**src/rtl/ssrf_pkg.sv**
```systemverilog
`default_nettype none

package ssrf_pkg;

    localparam int FLOOR_COUNT = 3;
    // Buttons and sensors are three bits wide, so no more than three floors are scanned.
    localparam int FLOOR_SCAN  = (FLOOR_COUNT < 3) ? FLOOR_COUNT : 3;

    localparam int PADDR_W = 5;
    localparam int PDATA_W = 32;
    localparam int WIDTH_W = 12;
    localparam int STEP_W  = 8;
    localparam int TIME_W  = 16;
    localparam int FLOOR_W = 2;
    localparam int LAMP_W  = 3;
    localparam int CALC_W  = WIDTH_W + 2;

    localparam logic [WIDTH_W-1:0] STOP_RESET     = WIDTH_W'(1500);
    localparam logic [WIDTH_W-1:0] MIN_RESET      = WIDTH_W'(1000);
    localparam logic [WIDTH_W-1:0] MAX_RESET      = WIDTH_W'(2000);
    localparam logic [STEP_W-1:0]  STEP_RESET     = STEP_W'(10);
    localparam logic [TIME_W-1:0]  INTERVAL_RESET = TIME_W'(3000);
    localparam logic [TIME_W-1:0]  FRAME_RESET    = TIME_W'(20000);
    localparam logic [TIME_W-1:0]  DEBOUNCE_RESET = TIME_W'(20000);

    localparam logic [FLOOR_W-1:0] FLOOR_ONE = FLOOR_W'(1);
    localparam logic [LAMP_W-1:0]  LAMP_ONE  = LAMP_W'(1);

    typedef enum logic [2:0] {
        REG_STOP_WIDTH    = 3'd0,
        REG_MIN_WIDTH     = 3'd1,
        REG_MAX_WIDTH     = 3'd2,
        REG_RAMP_STEP     = 3'd3,
        REG_STEP_INTERVAL = 3'd4,
        REG_FRAME_LENGTH  = 3'd5,
        REG_DEBOUNCE_TIME = 3'd6
    } reg_idx_t;

    typedef enum logic [2:0] {
        MODE_IDLE     = 3'd0,
        MODE_DEBOUNCE = 3'd1,
        MODE_RELEASE  = 3'd2,
        MODE_OUT      = 3'd3,
        MODE_HOLD     = 3'd4,
        MODE_BACK     = 3'd5,
        MODE_SETTLE   = 3'd6
    } mode_t;

    typedef struct packed {
        logic [WIDTH_W-1:0] stop_width;
        logic [WIDTH_W-1:0] min_width;
        logic [WIDTH_W-1:0] max_width;
        logic [STEP_W-1:0]  ramp_step;
        logic [TIME_W-1:0]  step_interval;
        logic [TIME_W-1:0]  frame_length;
        logic [TIME_W-1:0]  debounce_time;
    } cfg_t;

    typedef struct packed {
        logic [LAMP_W-1:0]  floor_lamps;
        logic [WIDTH_W-1:0] width_now;
        logic               moving;
        logic [FLOOR_W-1:0] floor_now;
    } ctrl_res_t;

    function automatic logic floor_low(input logic [LAMP_W-1:0] bits,
                                       input logic [FLOOR_W-1:0] floor_num);
        logic low;
        case (floor_num)
            2'd1:    low = ~bits[0];
            2'd2:    low = ~bits[1];
            2'd3:    low = ~bits[2];
            default: low = 1'b1;
        endcase
        return low;
    endfunction

    function automatic logic [LAMP_W-1:0] floor_lamp(input logic [FLOOR_W-1:0] floor_num);
        logic [LAMP_W-1:0] lamp;
        case (floor_num)
            2'd1:    lamp = 3'b001;
            2'd2:    lamp = 3'b010;
            2'd3:    lamp = 3'b100;
            default: lamp = 3'b000;
        endcase
        return lamp;
    endfunction

endpackage

`default_nettype wire

```
**src/rtl/servo_soft_ramp_floor_controller.sv**
```systemverilog
// Lift controller for a continuous-rotation servo, one input transfer per microsecond tick.
// Input channel: in_valid/in_stall with buttons_n and sensors_n (active low, bit0 floor one).
// Output channel: out_valid/out_stall with servo_level, floor_lamps, width_now, moving and
// floor_now; exactly one result per input transfer, in order.
// Configuration: APB-style port, seven registers at byte addresses 0..24; the user must
// write them only while no item is in flight, which the block does not enforce; pready is
// always high, reads return the stored value. An accepted item sits in the input register;
// when it advances, the control and PWM state step and the result is loaded into the
// output register, which holds out_valid high until the result is taken.
// Throughput: one item per cycle while out_stall is low; the next-state logic of the
// control and PWM state registers is a single pass of compares and one add per register.
// Stall: a stalled result holds in the output register while the input register still
// takes one more item; the input stalls only when both registers are full.
// Reset (rst_n low, asynchronous): idle, stop width 1500, floor one lamp, PWM low phase,
// all configuration registers at their defaults, both channels empty.
`default_nettype none

module servo_soft_ramp_floor_controller (
    input  wire logic                        clk,
    input  wire logic                        rst_n,
    input  wire logic                        psel,
    input  wire logic                        penable,
    input  wire logic                        pwrite,
    input  wire logic [ssrf_pkg::PADDR_W-1:0] paddr,
    input  wire logic [ssrf_pkg::PDATA_W-1:0] pwdata,
    output logic      [ssrf_pkg::PDATA_W-1:0] prdata,
    output logic                             pready,
    input  wire logic                        in_valid,
    output logic                             in_stall,
    input  wire logic [ssrf_pkg::LAMP_W-1:0]  buttons_n,
    input  wire logic [ssrf_pkg::LAMP_W-1:0]  sensors_n,
    output logic                             out_valid,
    input  wire logic                        out_stall,
    output logic                             servo_level,
    output logic      [ssrf_pkg::LAMP_W-1:0]  floor_lamps,
    output logic      [ssrf_pkg::WIDTH_W-1:0] width_now,
    output logic                             moving,
    output logic      [ssrf_pkg::FLOOR_W-1:0] floor_now
);
    import ssrf_pkg::*;

    cfg_t              cfg;
    ctrl_res_t         ctrl_res;
    logic              pwm_level;

    logic              s1_valid_reg, s1_valid_next;
    logic [LAMP_W-1:0] buttons_reg;
    logic [LAMP_W-1:0] sensors_reg;
    logic              out_valid_reg, out_valid_next;
    ctrl_res_t         res_reg;
    logic              level_reg;

    logic              accept;
    logic              adv;

    assign adv      = s1_valid_reg && (!out_valid_reg || !out_stall);
    assign in_stall = s1_valid_reg && !adv;
    assign accept   = in_valid && !in_stall;

    assign s1_valid_next  = accept ? 1'b1 : (adv ? 1'b0 : s1_valid_reg);
    assign out_valid_next = adv ? 1'b1 : (out_valid_reg && out_stall);

    ssrf_cfg u_cfg (
        .clk     (clk),
        .rst_n   (rst_n),
        .psel    (psel),
        .penable (penable),
        .pwrite  (pwrite),
        .paddr   (paddr),
        .pwdata  (pwdata),
        .prdata  (prdata),
        .pready  (pready),
        .cfg     (cfg)
    );

    ssrf_ctrl u_ctrl (
        .clk       (clk),
        .rst_n     (rst_n),
        .step      (adv),
        .buttons_n (buttons_reg),
        .sensors_n (sensors_reg),
        .cfg       (cfg),
        .res       (ctrl_res)
    );

    ssrf_pwm u_pwm (
        .clk          (clk),
        .rst_n        (rst_n),
        .step         (adv),
        .width_now    (ctrl_res.width_now),
        .frame_length (cfg.frame_length),
        .level        (pwm_level)
    );

    always_ff @(posedge clk or negedge rst_n)
    begin
        if (!rst_n)
        begin
            s1_valid_reg  <= 1'b0;
            out_valid_reg <= 1'b0;
        end
        else
        begin
            s1_valid_reg  <= s1_valid_next;
            out_valid_reg <= out_valid_next;
        end
    end

    always_ff @(posedge clk)
    begin
        if (accept)
        begin
            buttons_reg <= buttons_n;
            sensors_reg <= sensors_n;
        end
        if (adv)
        begin
            res_reg   <= ctrl_res;
            level_reg <= pwm_level;
        end
    end

    assign out_valid   = out_valid_reg;
    assign servo_level = level_reg;
    assign floor_lamps = res_reg.floor_lamps;
    assign width_now   = res_reg.width_now;
    assign moving      = res_reg.moving;
    assign floor_now   = res_reg.floor_now;

`ifndef SYNTHESIS
    a_adv_loads_out: assert property (@(posedge clk) disable iff (!rst_n)
        adv |=> out_valid_reg)
        else $error("advanced item not presented at output");

    a_s1_kept: assert property (@(posedge clk) disable iff (!rst_n)
        (s1_valid_reg && !adv) |=> s1_valid_reg)
        else $error("stalled input item dropped");

    a_lamp_onehot: assert property (@(posedge clk) disable iff (!rst_n)
        out_valid_reg |-> $onehot(res_reg.floor_lamps))
        else $error("floor lamp not one-hot");

    a_floor_match: assert property (@(posedge clk) disable iff (!rst_n)
        out_valid_reg |-> (res_reg.floor_lamps == floor_lamp(res_reg.floor_now)))
        else $error("lamp and floor disagree");
`endif

endmodule

`default_nettype wire

```
**src/rtl/ssrf_cfg.sv**
```systemverilog
`default_nettype none

module ssrf_cfg (
    input  wire logic                        clk,
    input  wire logic                        rst_n,
    input  wire logic                        psel,
    input  wire logic                        penable,
    input  wire logic                        pwrite,
    input  wire logic [ssrf_pkg::PADDR_W-1:0] paddr,
    input  wire logic [ssrf_pkg::PDATA_W-1:0] pwdata,
    output logic      [ssrf_pkg::PDATA_W-1:0] prdata,
    output logic                             pready,
    output ssrf_pkg::cfg_t                   cfg
);
    import ssrf_pkg::*;

    cfg_t     cfg_reg;
    cfg_t     cfg_next;
    reg_idx_t idx;
    logic     wr_en;

    assign idx    = reg_idx_t'(paddr[PADDR_W-1:2]);
    assign wr_en  = psel & penable & pwrite;
    assign pready = 1'b1;

    always_comb
    begin
        cfg_next = cfg_reg;
        if (wr_en)
        begin
            case (idx)
                REG_STOP_WIDTH:    cfg_next.stop_width    = pwdata[WIDTH_W-1:0];
                REG_MIN_WIDTH:     cfg_next.min_width     = pwdata[WIDTH_W-1:0];
                REG_MAX_WIDTH:     cfg_next.max_width     = pwdata[WIDTH_W-1:0];
                REG_RAMP_STEP:     cfg_next.ramp_step     = pwdata[STEP_W-1:0];
                REG_STEP_INTERVAL: cfg_next.step_interval = pwdata[TIME_W-1:0];
                REG_FRAME_LENGTH:  cfg_next.frame_length  = pwdata[TIME_W-1:0];
                REG_DEBOUNCE_TIME: cfg_next.debounce_time = pwdata[TIME_W-1:0];
                default:           cfg_next = cfg_reg;
            endcase
        end
    end

    always_comb
    begin
        case (idx)
            REG_STOP_WIDTH:    prdata = PDATA_W'(cfg_reg.stop_width);
            REG_MIN_WIDTH:     prdata = PDATA_W'(cfg_reg.min_width);
            REG_MAX_WIDTH:     prdata = PDATA_W'(cfg_reg.max_width);
            REG_RAMP_STEP:     prdata = PDATA_W'(cfg_reg.ramp_step);
            REG_STEP_INTERVAL: prdata = PDATA_W'(cfg_reg.step_interval);
            REG_FRAME_LENGTH:  prdata = PDATA_W'(cfg_reg.frame_length);
            REG_DEBOUNCE_TIME: prdata = PDATA_W'(cfg_reg.debounce_time);
            default:           prdata = '0;
        endcase
    end

    always_ff @(posedge clk or negedge rst_n)
    begin
        if (!rst_n)
        begin
            cfg_reg.stop_width    <= STOP_RESET;
            cfg_reg.min_width     <= MIN_RESET;
            cfg_reg.max_width     <= MAX_RESET;
            cfg_reg.ramp_step     <= STEP_RESET;
            cfg_reg.step_interval <= INTERVAL_RESET;
            cfg_reg.frame_length  <= FRAME_RESET;
            cfg_reg.debounce_time <= DEBOUNCE_RESET;
        end
        else
        begin
            cfg_reg <= cfg_next;
        end
    end

    assign cfg = cfg_reg;

endmodule

`default_nettype wire

```
**src/rtl/ssrf_ctrl.sv**
```systemverilog
`default_nettype none

module ssrf_ctrl (
    input  wire logic                       clk,
    input  wire logic                       rst_n,
    input  wire logic                       step,
    input  wire logic [ssrf_pkg::LAMP_W-1:0] buttons_n,
    input  wire logic [ssrf_pkg::LAMP_W-1:0] sensors_n,
    input  wire ssrf_pkg::cfg_t             cfg,
    output ssrf_pkg::ctrl_res_t             res
);
    import ssrf_pkg::*;

    mode_t              mode_reg, mode_next;
    logic [TIME_W-1:0]  timer_reg, timer_next;
    logic [WIDTH_W-1:0] width_reg, width_next;
    logic [FLOOR_W-1:0] target_reg, target_next;
    logic [FLOOR_W-1:0] prev_reg, prev_next;
    logic [LAMP_W-1:0]  lamp_reg, lamp_next;

    logic               up;
    logic               btn_low;
    logic               tgt_low;
    logic               btn_any;
    logic [FLOOR_W-1:0] btn_floor;
    logic [TIME_W-1:0]  timer_inc;
    logic [TIME_W-1:0]  limit;
    logic               timed;
    logic               tdone;
    logic               finish;
    logic               ev_out;
    logic               ev_back;

    logic signed [CALC_W-1:0] pw_s, st_s, stop_s, min_s, max_s;
    logic signed [CALC_W-1:0] step_out, step_back, out_p, back_q;
    logic [WIDTH_W-1:0]       end_w;
    logic                     out_past, back_past, hold_back_past;
    mode_t                    out_mode, back_mode;

    assign up      = target_reg > prev_reg;
    assign btn_low = floor_low(buttons_n, target_reg);
    assign tgt_low = floor_low(sensors_n, target_reg);

    // Lowest-numbered pressed button wins.
    always_comb
    begin
        btn_any   = 1'b0;
        btn_floor = target_reg;
        for (int f = FLOOR_SCAN; f >= 1; f--)
        begin
            if (!buttons_n[f-1])
            begin
                btn_any   = 1'b1;
                btn_floor = FLOOR_W'(f);
            end
        end
    end

    assign timed     = (mode_reg == MODE_DEBOUNCE) || (mode_reg == MODE_SETTLE) ||
                       (mode_reg == MODE_OUT) || (mode_reg == MODE_BACK);
    assign limit     = ((mode_reg == MODE_DEBOUNCE) || (mode_reg == MODE_SETTLE)) ?
                       cfg.debounce_time : cfg.step_interval;
    assign timer_inc = timer_reg + TIME_W'(1);
    assign tdone     = (timer_inc >= limit) || (timer_inc == '0);

    assign pw_s   = $signed({2'b00, width_reg});
    assign st_s   = $signed({{(CALC_W-STEP_W){1'b0}}, cfg.ramp_step});
    assign stop_s = $signed({2'b00, cfg.stop_width});
    assign min_s  = $signed({2'b00, cfg.min_width});
    assign max_s  = $signed({2'b00, cfg.max_width});

    assign step_out  = up ? (pw_s - st_s) : (pw_s + st_s);
    assign step_back = up ? (pw_s + st_s) : (pw_s - st_s);
    assign end_w     = up ? cfg.min_width : cfg.max_width;

    // Outward point: the first one is the stop width itself.
    assign out_p          = (mode_reg == MODE_RELEASE) ? stop_s : step_out;
    assign out_past       = up ? (out_p < min_s) : (out_p > max_s);
    assign hold_back_past = up ? (min_s > stop_s) : (max_s < stop_s);
    assign back_q         = (mode_reg == MODE_BACK) ? step_back : pw_s;
    assign back_past      = up ? (back_q > stop_s) : (back_q < stop_s);

    assign out_mode  = out_past ?
                       (tgt_low ? (hold_back_past ? MODE_SETTLE : MODE_BACK) : MODE_HOLD) :
                       (tgt_low ? MODE_SETTLE : MODE_OUT);
    assign back_mode = back_past ? MODE_SETTLE : MODE_BACK;

    assign ev_out  = ((mode_reg == MODE_RELEASE) && !btn_low && (target_reg != prev_reg)) ||
                     ((mode_reg == MODE_OUT) && tdone);
    assign ev_back = ((mode_reg == MODE_HOLD) && tgt_low) || ((mode_reg == MODE_BACK) && tdone);

    always_comb
    begin
        mode_next = mode_reg;
        case (mode_reg)
            MODE_IDLE:
                if (btn_any)
                    mode_next = MODE_DEBOUNCE;
            MODE_DEBOUNCE:
                if (tdone)
                    mode_next = btn_low ? MODE_RELEASE : MODE_IDLE;
            MODE_RELEASE:
                if (!btn_low)
                    mode_next = (target_reg == prev_reg) ? MODE_SETTLE : out_mode;
            MODE_OUT:
                if (tdone)
                    mode_next = out_mode;
            MODE_HOLD:
                if (tgt_low)
                    mode_next = back_mode;
            MODE_BACK:
                if (tdone)
                    mode_next = back_mode;
            MODE_SETTLE:
                if (tdone)
                    mode_next = MODE_IDLE;
            default:
                mode_next = MODE_IDLE;
        endcase
    end

    assign finish = (mode_next == MODE_SETTLE) && (mode_reg != MODE_SETTLE);

    always_comb
    begin
        timer_next  = (timed && !tdone) ? timer_inc : '0;
        target_next = (mode_reg == MODE_IDLE) ? btn_floor : target_reg;
        prev_next   = finish ? target_reg : prev_reg;
        lamp_next   = finish ? floor_lamp(target_reg) : lamp_reg;
        if (finish)
            width_next = cfg.stop_width;
        else if (ev_out)
            width_next = out_past ? end_w : out_p[WIDTH_W-1:0];
        else if (ev_back)
            width_next = back_q[WIDTH_W-1:0];
        else
            width_next = width_reg;
    end

    always_ff @(posedge clk or negedge rst_n)
    begin
        if (!rst_n)
        begin
            mode_reg   <= MODE_IDLE;
            timer_reg  <= '0;
            width_reg  <= STOP_RESET;
            target_reg <= FLOOR_ONE;
            prev_reg   <= FLOOR_ONE;
            lamp_reg   <= LAMP_ONE;
        end
        else if (step)
        begin
            mode_reg   <= mode_next;
            timer_reg  <= timer_next;
            width_reg  <= width_next;
            target_reg <= target_next;
            prev_reg   <= prev_next;
            lamp_reg   <= lamp_next;
        end
    end

    assign res.floor_lamps = lamp_next;
    assign res.width_now   = width_next;
    assign res.moving      = (mode_next != MODE_IDLE);
    assign res.floor_now   = prev_next;

endmodule

`default_nettype wire

```
**src/rtl/ssrf_pwm.sv**
```systemverilog
`default_nettype none

module ssrf_pwm (
    input  wire logic                        clk,
    input  wire logic                        rst_n,
    input  wire logic                        step,
    input  wire logic [ssrf_pkg::WIDTH_W-1:0] width_now,
    input  wire logic [ssrf_pkg::TIME_W-1:0]  frame_length,
    output logic                             level
);
    import ssrf_pkg::*;

    logic              high_reg, high_next;
    logic [TIME_W-1:0] ptimer_reg, ptimer_next;
    logic [TIME_W-1:0] plen_reg, plen_next;
    logic [TIME_W-1:0] ptimer_inc;
    logic [TIME_W-1:0] width_ext;
    logic [TIME_W-1:0] low_len;
    logic              phase_end;

    assign width_ext  = TIME_W'(width_now);
    assign low_len    = (frame_length > width_ext) ? (frame_length - width_ext) : '0;
    assign ptimer_inc = ptimer_reg + TIME_W'(1);
    // A zero length ends after one tick, the same as a length of one.
    assign phase_end  = (ptimer_inc >= plen_reg) || (ptimer_inc == '0);

    always_comb
    begin
        high_next   = high_reg;
        ptimer_next = ptimer_inc;
        plen_next   = plen_reg;
        if (phase_end)
        begin
            ptimer_next = '0;
            high_next   = ~high_reg;
            plen_next   = high_reg ? low_len : width_ext;
        end
    end

    always_ff @(posedge clk or negedge rst_n)
    begin
        if (!rst_n)
        begin
            high_reg   <= 1'b0;
            ptimer_reg <= '0;
            plen_reg   <= TIME_W'(STOP_RESET);
        end
        else if (step)
        begin
            high_reg   <= high_next;
            ptimer_reg <= ptimer_next;
            plen_reg   <= plen_next;
        end
    end

    assign level = high_reg;

endmodule

`default_nettype wire

```
**config.mk**
```make
export PLATFORM = sky130hd
export DESIGN_NAME = servo_soft_ramp_floor_controller
export DESIGN_NICKNAME = d
export VERILOG_FILES = /design/src/rtl/ssrf_pkg.sv /design/src/rtl/servo_soft_ramp_floor_controller.sv /design/src/rtl/ssrf_cfg.sv /design/src/rtl/ssrf_ctrl.sv /design/src/rtl/ssrf_pwm.sv
export SDC_FILE = /design/constraint.sdc
export NUM_CORES = 1
export LEC_CHECK = 0
export ABC_AREA = 1
export BUFFER_PORTS_ARGS = -buffer_cell sky130_fd_sc_hd__buf_2
export CORE_MARGIN = 3
export CORE_UTILIZATION = 23
export DETAILED_ROUTE_END_ITERATION = 7
export PLACE_DENSITY = 0.33
export SLEW_MARGIN = 0
export SYNTH_ARGS = -nofsm -noshare
export SYNTH_HDL_FRONTEND = slang
export SYNTH_HIERARCHICAL = 1
export SYNTH_SLANG_ARGS = --single-unit
```
**constraint.sdc**
```tcl
create_clock -name clk -period 7.9 [get_ports clk]
set_clock_uncertainty 0.1 [all_clocks]
set_input_delay 1.975 -clock clk [delete_from_list [all_inputs] [get_ports clk]]
set_output_delay 1.975 -clock clk [all_outputs]
set_load 0.01 [all_outputs]
```
==> flow_summary_export.csv <==
group,metric,value,unit
status,status,"finished, final reports clean",
floorplan,start_util,0.234,
worst_setup_path,reg2reg_setup_slack,0.76,ns
cts,cts_max_level,4,
cells_and_area,layout.cells.non_filler,3143,
synthesis,post_synth.cell_area_avg,6.94,µm²
pwr,total_power,6.87,mW
worst_hold_path,min_from,"u_pwm/plen_reg[3]",
cells_and_area,area_growth,11.5,%
place,port-buffer-count,68,
worst_setup_path,max_stage_delay,0.54,ns
worst_setup_path,worstReg2RegStart,"u_cfg/cfg[52]",
worst_setup_path,crit_path_top_delay_cell,"dfrtp_1",
pwr,ir_drop,0.213,mV
drt,drtPass1Iterations,5,
sta,finalCriticalPeriod,7.14,ns
cells_and_area,fillerInstances,7355,
synthesis,ys_seq_area_frac,0.320,
sta,fmax,140,MHz
cells_and_area,finalCoreUtilization,0.261,
synthesis,synth_top_area_cell,"dfrtp_1",
synthesis,synth_warnings,6,
cts,clkTransAtPathRegs,0.08,ns
worst_setup_path,startpoint,"u_cfg/cfg[52]",
sta,slew_headroom,0.236,
floorplan,die_x,265,µm
cts,cts_tree,"built",
worst_setup_path,cp_max_fo,20,
cells_and_area,nets,2442,
sta,hold_viol,0,
worst_setup_path,cp.arrival,7.46,ns
drt,routed_wire_length_per_instance,19.4,µm
place,gp_congestion,0.846,
cells_and_area,drive_gt1_frac,0.116,
global_route,track_usage,0.174,
synthesis,synthArstFlopShare,0.868,
worst_setup_path,cpMostUsedCell,"nand2_1",
pwr,cellPowerDensity,398,mW/mm²
synthesis,synth_cell_types,55,
cells_and_area,largest_reg_flops,92,
synthesis,netlist_area,0.0155,mm²
synthesis,synth_edf_count,25,
worst_setup_path,endpoint_kind,"flop",
worst_setup_path,r2r_end,"u_pwm/plen_reg[0]",
floorplan,row_count,94,
global_route,antenna_found_initial,1,
global_route,gr-total-overflow,0,
cts,hold_buffers,0,
worst_setup_path,critPathKind,"reg -> reg",
drt,vias,14773,
sta,drv_slew,0,
drt,avgViaCountPerCell,4.70,
pwr,leakage,8.71,nW
place,placedCellCount,3109,
global_route,grt_pass1_wl,91900,µm
worst_setup_path,cp.required,8.23,ns
cts,worstSkewPairLatency,0.50,ns
cts,cts_root_buf,"clkbuf_16",
job,max_cap_viol_count,0,
cts,cts_sinks,190,
worst_setup_path,rr_worst_depth,36,
synthesis,synthCells,2232,
sta,fin_crit_sh,0.903,
synthesis,synth_area_leaders,"dfrtp_1, nand2_1, ha_1",
cts,cts_buffer_depth,2,
drt,drt_wl_total,61000,µm
floorplan,core-area,0.0662,mm²
sta,setup_viol,0,
synthesis,ys.flop_type,"dfrtp_1",
global_route,grt_start_max_net_pins,115,
worst_hold_path,hp-class,"reg -> reg",
sta,finalSetupTns,0,ns
cells_and_area,n_antenna_cell,0,
worst_setup_path,start_kind,"flop",
floorplan,dieArea,0.0705,mm²
synthesis,synth_top_cell_area_share,0.178,
floorplan,fp.dieH,265,µm
cells_and_area,final_cell_mix,"nand2_1, inv_1, o21ai_0",
sta,rsz0062_at_grt,"false",
drt,drtIter0Drc,979,
synthesis,synth-seq-cells,190,
worst_setup_path,crit_end,"u_pwm/plen_reg[0]",
global_route,grt_pass1_vias,14135,
sta,worst_pin_slew,1.14,ns
drt,drc_errors,0,
cts,numCtsBuffers,17,
place,post-dp-hpwl,46400,µm
floorplan,num_io_pins,104,
cells_and_area,mostFrequentLayoutCell,"nand2_1",
drt,drtAntennaViolNets,0,
==> layout make-up <==
type | count | area (µm²) | share of cell area
multi-input combinational | 1688 | 9070 | 0.525
sequential | 190 | 4950 | 0.286
tap | 864 | 1080 | 0.0626
inverter | 266 | 998 | 0.0578
timing repair buffer | 103 | 622 | 0.0360
clock buffer | 20 | 457 | 0.0264
clock inverter | 12 | 100 | 0.00580
==> power by group <==
group,leakage [nW],internal [mW],total [mW],switching (mW)
combinational,6.18,1.46,4.44,2.98
sequential,2.26,1.28,1.54,0.263
clock,0.272,0.428,0.890,0.462
total,8.71,3.17,6.87,3.70
==> through the flow <==
stage / setup slack (ns) / area [µm²] / hold slack [ns]
3_3_place_gp: 0.290 / 16700 / 0.356
6_report: 0.765 / 17300 / 0.363
5_1_grt: 0.172 / 17300 / 0.383
2_1_floorplan: 2.34 / 15500 / 0.342
4_1_cts: 0.216 / 17300 / 0.366
3_5_place_dp: 0.243 / 16700 / 0.355
==> worst min path at each step <==
stage	slack, ns	end	depth (start not counted)
3_5_place_dp	0.35	u_pwm/plen_reg[4]	2
5_1_grt	0.38	u_pwm/plen_reg[8]	2
3_3_place_gp	0.36	u_pwm/plen_reg[6]	2
4_1_cts	0.37	u_pwm/plen_reg[4]	2
6_report	0.36	u_pwm/plen_reg[3]	2
2_1_floorplan	0.34	u_pwm/plen_reg[11]	2
==> cells in the mapped netlist, drive strengths merged, types with 4 or more instances <==
master	instances
dfrtp	110
mux2i	15
ha	123
dfstp	55
o21ai	194
a211oi	4
nand4	71
clkbuf	40
o211ai	10
xor2	26
nand3	189
o22ai	15
nor3	19
nand2	711
inv	265
buf	63
a221oi	7
edfxtp	25
a21o	4
nor2	156
a21oi	74
o21a	4
and2	18
==> layer usage <==
| metal | share of wire | up-vias | global-route usage |
|---|---|---|---|
| li1 | - | 7357 | - |
| met1 | 0.50 | 7030 | 0.256 |
| met2 | 0.44 | 346 | 0.265 |
| met3 | 0.045 | 40 | 0.0260 |
| met4 | 0.017 | 0 | 0.0483 |
| met5 | 0 | - | 0 |
==> critical path, delay by kind of cell (launching register included) <==
family	cells	cell delay (ns)
flip-flops	1	0.54
AO/OA/AOI/OAI	8	1.81
AND/OR/NAND/NOR	18	2.39
buffers and inverters	5	0.74
adder cells (fa/ha/maj)	4	1.15
XOR/XNOR	1	0.31
==> timing repair <==
item | in CTS | in global routing
setup buffers | 0 | 2
gates resized for setup | 0 | 2
setup endpoints to repair | 0 | 16
==> cell families (layout without fill, tap and decap cells) <==
group           Yosys count  count (layout)  synth area share
compound gates          327             327             0.115
xor+xnor                 29              29            0.0164
fa+ha+maj               126             126             0.103
buf+inv                 369             401             0.101
flops                   190             190             0.320
mux                      16              16            0.0104
other cells               2              17          0.000485
simple gates           1173            1173             0.334
No activity file was read; power rests on OpenSTA's default activity.
